<file path="src/sv/tgce_pkg.sv">
`timescale 1ns / 1ps
// ----------------------------------------------------------------------------
// tgce_pkg
// Shared types, constants and tables of the truncated Gaussian column block.
// ----------------------------------------------------------------------------
package tgce_pkg;

  localparam int ROWS        = 64;
  localparam int ROW_W       = 6;
  localparam int IN_TDATA_W  = 96;
  localparam int OUT_TDATA_W = 40;
  localparam int EPS_W       = 24;
  localparam int DENS_W      = 18;

  localparam logic [7:0]  ROWS_LIM   = 8'(ROWS);
  localparam logic [6:0]  ROWS_FINAL = 7'(ROWS);
  localparam logic [30:0] TWO_PI_Q28 = 31'd1686629713;
  localparam logic [DENS_W-1:0] DENS_MAX = {DENS_W{1'b1}};
  localparam logic [EPS_W-1:0]  EPS_RESET = 24'd17;
  localparam logic [30:0] ONE_Q30 = 31'h4000_0000;

  // ceil(2^34 / k): exact floor division by k for numerators below 2^30
  function automatic logic [34:0] recip(input logic [3:0] k);
    logic [34:0] r;
    case (k)
      4'd1:    r = 35'd17179869184;
      4'd2:    r = 35'd8589934592;
      4'd3:    r = 35'd5726623062;
      4'd4:    r = 35'd4294967296;
      4'd5:    r = 35'd3435973837;
      4'd6:    r = 35'd2863311531;
      4'd7:    r = 35'd2454267027;
      4'd8:    r = 35'd2147483648;
      4'd9:    r = 35'd1908874354;
      4'd10:   r = 35'd1717986919;
      4'd11:   r = 35'd1561806290;
      4'd12:   r = 35'd1431655766;
      default: r = 35'd0;
    endcase
    return r;
  endfunction

  typedef enum logic [3:0] {
    OP_NONE, OP_LOAD, OP_BLEND, OP_DMUL, OP_DSUM, OP_SQRT, OP_DIV_INIT, OP_DIV,
    OP_THR, OP_GAUSS_N, OP_N_INC, OP_WIN, OP_GAUSS_ROW, OP_DENS, OP_EMIT,
    OP_EMIT_EMPTY
  } dp_op_t;

  typedef struct packed {
    dp_op_t op;
  } dp_cmd_t;

  typedef struct packed {
    logic v_zero;
    logic n_at_lim;
    logic e_le_thr;
    logic win_empty;
    logic row_final;
    logic out_free;
    logic g_done;
  } dp_stat_t;

  typedef enum logic [4:0] {
    ST_IDLE, ST_BLEND, ST_CHKV, ST_DSUM, ST_SQRT, ST_DIVI, ST_DIV, ST_THR,
    ST_SCHK, ST_SWAIT, ST_WIN, ST_WCHK, ST_RGO, ST_RWAIT, ST_DENS, ST_EMIT,
    ST_EMPTY
  } ctrl_state_t;

  typedef enum logic [3:0] {
    G_IDLE, G_CMP, G_DIV, G_HA, G_HB, G_HC, G_SA, G_SB
  } gauss_state_t;

endpackage

</file>
<file path="src/sv/tgce_ctrl.sv">
`timescale 1ns / 1ps
// ----------------------------------------------------------------------------
// tgce_ctrl
// Sequencer: steps the datapath through setup, search and row emission.
// ----------------------------------------------------------------------------
module tgce_ctrl (
  input  logic               clk,
  input  logic               rst,
  input  logic               in_valid,
  output logic               in_ready,
  output tgce_pkg::dp_cmd_t  cmd,
  input  tgce_pkg::dp_stat_t stat
);
  import tgce_pkg::*;

  ctrl_state_t state, state_next;
  logic [5:0]  cnt, cnt_next;

  always_ff @(posedge clk) begin
    if (rst) begin
      state <= ST_IDLE;
      cnt   <= 6'd0;
    end else begin
      state <= state_next;
      cnt   <= cnt_next;
    end
  end

  always_comb begin
    state_next = state;
    cnt_next   = cnt;
    cmd.op     = OP_NONE;
    in_ready   = 1'b0;
    case (state)
      ST_IDLE: begin
        in_ready = 1'b1;
        if (in_valid) begin
          cmd.op     = OP_LOAD;
          state_next = ST_BLEND;
        end
      end
      ST_BLEND: begin
        cmd.op     = OP_BLEND;
        state_next = ST_CHKV;
      end
      ST_CHKV: begin
        if (stat.v_zero) begin
          state_next = ST_EMPTY;
        end else begin
          cmd.op     = OP_DMUL;
          state_next = ST_DSUM;
        end
      end
      ST_DSUM: begin
        cmd.op     = OP_DSUM;
        cnt_next   = 6'd31;
        state_next = ST_SQRT;
      end
      ST_SQRT: begin
        cmd.op = OP_SQRT;
        if (cnt == 6'd0) state_next = ST_DIVI;
        else cnt_next = cnt - 6'd1;
      end
      ST_DIVI: begin
        cmd.op     = OP_DIV_INIT;
        cnt_next   = 6'd48;
        state_next = ST_DIV;
      end
      ST_DIV: begin
        cmd.op = OP_DIV;
        if (cnt == 6'd0) state_next = ST_THR;
        else cnt_next = cnt - 6'd1;
      end
      ST_THR: begin
        cmd.op     = OP_THR;
        state_next = ST_SCHK;
      end
      ST_SCHK: begin
        if (stat.n_at_lim) begin
          state_next = ST_WIN;
        end else begin
          cmd.op     = OP_GAUSS_N;
          state_next = ST_SWAIT;
        end
      end
      ST_SWAIT: begin
        if (stat.g_done) begin
          if (stat.e_le_thr) begin
            state_next = ST_WIN;
          end else begin
            cmd.op     = OP_N_INC;
            state_next = ST_SCHK;
          end
        end
      end
      ST_WIN: begin
        cmd.op     = OP_WIN;
        state_next = ST_WCHK;
      end
      ST_WCHK: state_next = stat.win_empty ? ST_EMPTY : ST_RGO;
      ST_RGO: begin
        cmd.op     = OP_GAUSS_ROW;
        state_next = ST_RWAIT;
      end
      ST_RWAIT: if (stat.g_done) state_next = ST_DENS;
      ST_DENS: begin
        cmd.op     = OP_DENS;
        state_next = ST_EMIT;
      end
      ST_EMIT: begin
        if (stat.out_free) begin
          cmd.op     = OP_EMIT;
          state_next = stat.row_final ? ST_IDLE : ST_RGO;
        end
      end
      ST_EMPTY: begin
        if (stat.out_free) begin
          cmd.op     = OP_EMIT_EMPTY;
          state_next = ST_IDLE;
        end
      end
      default: state_next = ST_IDLE;
    endcase
  end

endmodule

</file>
<file path="config.mk">
export PLATFORM = sky130hd
export DESIGN_NAME = tgce_ctrl
export DESIGN_NICKNAME = d
export VERILOG_FILES = /design/src/sv/tgce_pkg.sv /design/src/sv/tgce_ctrl.sv
export SDC_FILE = /design/constraint.sdc
export NUM_CORES = 1
export LEC_CHECK = 0
export BUFFER_PORTS_ARGS = -buffer_cell sky130_fd_sc_hd__clkbuf_2
export CAP_MARGIN = 0
export CORE_MARGIN = 2
export CORE_UTILIZATION = 43
export DETAILED_ROUTE_END_ITERATION = 10
export PLACE_DENSITY = 0.66
export SKIP_CTS_REPAIR_TIMING = 1
export SLEW_MARGIN = 20
export SYNTH_ARGS = -nofsm -noshare
export SYNTH_HDL_FRONTEND = slang
export SYNTH_SLANG_ARGS = --single-unit
</file>
<file path="constraint.sdc">
create_clock -name clk -period 2 [get_ports clk]
set_input_delay 0.5 -clock clk [delete_from_list [all_inputs] [get_ports clk]]
set_output_delay 0.5 -clock clk [all_outputs]
set_load 0.005 [all_outputs]
</file>
---- Yosys cells after proc, flatten, opt, wreduce, memory -nomap -nowiden ----
Cells that the tools add are included.
word-level totals
  output and inout bits ................... 5
  input bits .............................. 10
  register bits after elaboration ......... 11
  word-level logic and storage cells ...... 57
operators by class
  eq/ne operators ......................... 24
  reduce and logical (&&, ||, !) cells .... 6
  mux-type cells .......................... 24
  add/subtract/negate cells ............... 1
operators with widths
  kind                   number
  $pmux W5 S17           1
  $pmux W4 S15           1
  $mux W5                9
  $eq A5 B4 Y1 const B   8
  $mux W4                6
  $eq A5 B3 Y1 const B   4
  $pmux W6 S3            1
  $ne A2 B2 Y1 const B   8
  $eq A5 B2 Y1 const B   2
  $reduce_and A7 Y1      1
  $logic_not A6 Y1       1
  $mux W2                3
  $mux W6                1
  $sub A6 B1 Y6 const B  1
  $eq A5 B1 Y1 const B   1
  $eq A5 B5 Y1 const B   1
  $logic_not A5 Y1       1
  $reduce_bool A3 Y1     1
  $mux W1                2
  $reduce_and A2 Y1      1
  $reduce_or A2 Y1       1

---- Depth between registers and ports, before layout ----
  depth after elaboration ................. 4
  depth in mapped cells ................... 7
  depth with buffers taken out ............ 6

---- Worst setup path before layout ----
Ideal clock, no wire load.
  path kind ............................... reg2out
  start ................................... register state[1]
  end ..................................... output cmd[0] (netlist bit)
  arrival time ............................ 1385 ps
  buffers on the path ..................... 2
  slack ................................... 115 ps
  stages on the path, launching flop included .. 8
  path through ............................ dfxtp_1 -> clkbuf_1 -> clkbuf_1 -> nor2b_1 -> a21oi_1 -> a21oi_1 -> a21oi_1 -> o22ai_1
RTL lines
  item                    line             text
  start, declared         tgce_ctrl.sv:16  ctrl_state_t state, state_next;
  start signal, assigned  tgce_ctrl.sv:24  state <= state_next;
  end, declared           tgce_ctrl.sv:11  output tgce_pkg::dp_cmd_t cmd,

==> run summary <==
Largest net degree at the start of global routing: 15
Worst-Skew Late Latency: 0.28 ns
Top Family by Delay on Critical Path: flip-flops
Unrepaired setup endpoints after global routing: true
Proportion of power drawn by flip-flops and latches: 24.1%
Required time at the endpoint of the critical path: 1.50 ns
Maximum vdd ir drop: 0.0006437 V
Total I/O pin count: 15
CP peak stage delay: 0.41 ns
Post-synth EDFFs: 0
Placeable core region: 2191 um2
Kind of launch point of the worst setup path: flop
Final weighted congestion in routability-driven placement: 0.9580
Final Net Count: 185
Area share of the largest cell type after synthesis: 22.11%
Ys flop type: sky130_fd_sc_hd__dfxtp_1
Initial antenna violation count: 0
Top library cells by usage in the layout, fill and taps aside: sky130_fd_sc_hd__buf_4 (24), sky130_fd_sc_hd__nand2_1 (14), sky130_fd_sc_hd__clkbuf_2 (14)
Post-Route WL: 3172 um
Area leader, netlist: sky130_fd_sc_hd__dfxtp_1
Critical path start-end classification: flop to output pin
Number of buffers on the longest clock path: 2
Critical Path Most Common Cell: sky130_fd_sc_hd__nand2_1
Largest cells by area after synthesis: sky130_fd_sc_hd__dfxtp_1 (22%), sky130_fd_sc_hd__nand2_1 (5.3%), sky130_fd_sc_hd__a21oi_1 (5.0%), sky130_fd_sc_hd__nor2_1 (4.1%), sky130_fd_sc_hd__nand3_1 (4.0%)
Multi-input combinational cell area: 754.5 um2
Reg-to-Reg Start: state[2]$_SDFFE_PP0P_
Combinational share of power: 66.3%
Part of the Yosys area used for sequential elements: 22.11%
Sw power: 769.0 uW
Part of the power in the clock network: 9.6%
DIE AREA: 2717 um2
CTS Root Cell: sky130_fd_sc_hd__clkbuf_4
Part of the cycle the worst path needs: 98.63%
Leading cell type in the layout, fill and taps excluded: sky130_fd_sc_hd__buf_4
Leakage Power: 0.5684 nW
Class of the worst hold path: primary input to flop
Max-slew headroom: 78.17%
Storage cell area: 236.5 um2
Data arrival, critical path: 1.47 ns
Post-Syn Nets: 151
Vias in the first global route: 1095
Worst Path Buf+Inv: 2
Clock tree from TritonCTS: done
# diodes: 0
Number of register bits inferred by synthesis: 11
Initial drt markers: 46
Cell area after placement: 1172 um2
Htree depth: 1
Critical path capture point type: output pin
Warning count from the yosys run: 0
Chip Height: 52.13 um
Critical Path, Cell by Cell: buf_4 -> nand2_1 -> o32ai_2 -> o21ai_1 -> nand2_1 -> clkbuf_2
Clock-pin transition on the worst setup and hold timing paths: 0.07 ns
Area of the mapped netlist: 996.0 um2
Non-Filler Cell Area, Final: 1351 um2
Gr usage total: 22.66%
CP Max Fanout: 6
Cell with the largest stage delay on the worst path: sky130_fd_sc_hd__dfxtp_4
Number of nets with antenna violations after detailed routing: 0
# DRC: 0
Synthesized area per cell: 7.165 um2
Number of rows created at floorplan: 17
Crit path from: state[3]$_SDFFE_PP0P_
Starting density of the core: 45.46%
Fill cell total of the finished layout: 188
Number of distinct library cells after synthesis: 48
Worst Clk Skew: 0.002410 ns
Transition at the pin with the smallest max-transition slack: 0.3249 ns
Power density normalized to cell area: 1240 nW/um2
Max cap viols: 0
Final setup slack of the worst path: 0.02740 ns
Max Clock Freq: 506.9 MHz
Finish-stage setup viols: 0
Final count of pins violating max slew: 0
Share of total power consumed by net switching: 45.88%
Power Total: 1.676 mW
Count of clock tree sinks: 11
Run status: finished, final reports clean
Detailed placer's ending HPWL: 2156 um
Syn Inst Count: 139
Post-detailed-route via-to-cell ratio: 6.165
Hold Startpoint: rst
I/O Buffers: 14
Total internal power: 906.9 uW
Total via count in the routed design: 1233
Routed length per placed instance: 15.86 um
Width of the die: 52.13 um
Global-route wire length before repair: 4554 um
Area added between synthesis and finish: 35.68%
Pre-CTS setup slack: 0.09447 ns
Detailed-routing iteration count for the pre-antenna-repair pass: 6
Shortest period the worst path allows: 1.973 ns
Async SR Flop Fraction: 0%
Hold Violations, Final: 0
Total overflow reported by the global router: 0
Num CTS Buffers: 3
Layout cells sized above 1: 37.79%
## kinds of logic (layout without fill, tap and decap cells)
family	count (synthesis)	in the layout	share of synthesized area, %
buffers and inverters	19	52	8.291
flip-flops	11	11	22.11
AO/OA/AOI/OAI	44	44	31.79
AND/OR/NAND/NOR	58	58	30.53
adder cells (fa/ha/maj)	2	2	2.512
XOR/XNOR	2	2	1.759
multiplexers	3	3	3.015
## cell usage after synthesis (2+ instances only)
cell	instances
sky130_fd_sc_hd__a21oi_1	10
sky130_fd_sc_hd__a2bb2oi_1	2
sky130_fd_sc_hd__a32o_1	2
sky130_fd_sc_hd__a32oi_1	2
sky130_fd_sc_hd__and2_1	2
sky130_fd_sc_hd__and4_1	2
sky130_fd_sc_hd__buf_2	3
sky130_fd_sc_hd__clkbuf_1	5
sky130_fd_sc_hd__dfxtp_1	11
sky130_fd_sc_hd__ha_1	2
sky130_fd_sc_hd__inv_1	9
sky130_fd_sc_hd__mux2i_1	3
sky130_fd_sc_hd__nand2_1	14
sky130_fd_sc_hd__nand2b_1	4
sky130_fd_sc_hd__nand3_1	8
sky130_fd_sc_hd__nand4_1	2
sky130_fd_sc_hd__nor2_1	11
sky130_fd_sc_hd__nor2b_1	2
sky130_fd_sc_hd__nor3_1	5
sky130_fd_sc_hd__nor4_1	2
sky130_fd_sc_hd__o21ai_0	5
sky130_fd_sc_hd__o21ai_1	4
sky130_fd_sc_hd__o221a_2	3
sky130_fd_sc_hd__o22ai_1	2
## layer usage
layer  vias to the layer above  track usage [%]  wire (um)
met2                        54            39.45       1552
li1                        586                -          -
met5                         -                0          0
met1                       585            26.81       1344
met3                         8            7.184        242
met4                         0            5.263         34
## final timing paths
path	endpoint	slack, ns	depth (start not counted)
worst max-delay path	cmd[1]	0.03	6
worst min-delay path	state[1]$_SDFFE_PP0P_	0.48	2
worst max register to register	state[2]$_SDFFE_PP0P_	0.22	8
worst min register to register	cnt[2]$_SDFFE_PP0P_	0.51	2
## power by group through the flow
stage | clock [mW] | sequential, mW | combinational (mW)
global placement | 0 | 0.386 | 0.882
floorplan | 0 | 0.321 | 0.681
global route | 0.170 | 0.413 | 1.21
finish | 0.160 | 0.404 | 1.11
detailed placement | 0 | 0.387 | 0.901
CTS | 0.160 | 0.383 | 0.905
## through the flow
stage / utilization, % / std cells / setup TNS [ns] / hold WS [ns]
2_1_floorplan: - / 139 / 0 / 0.4652
3_3_place_gp: 53.51 / 187 / 0 / 0.4933
3_5_place_dp: 53.51 / 187 / 0 / 0.5052
4_1_cts: 54.71 / 191 / -0.6078 / 0.4885
5_1_grt: 61.68 / 200 / -0.1542 / 0.4829
6_report: 61.68 / 200 / 0 / 0.4816
## area by class of cell
cell class / count / share of cell area [%]
multi-input combinational: 109 / 55.83
timing repair buffer: 39 / 19.35
inverter: 9 / 2.778
tap: 28 / 2.593
clock buffer: 4 / 1.944
sequential: 11 / 17.50
## flip-flops by register name (all words and copies together), names as in the netlist
signal,cells
cnt,6
state,5
Note: power is estimated with default switching activity, not from simulation.
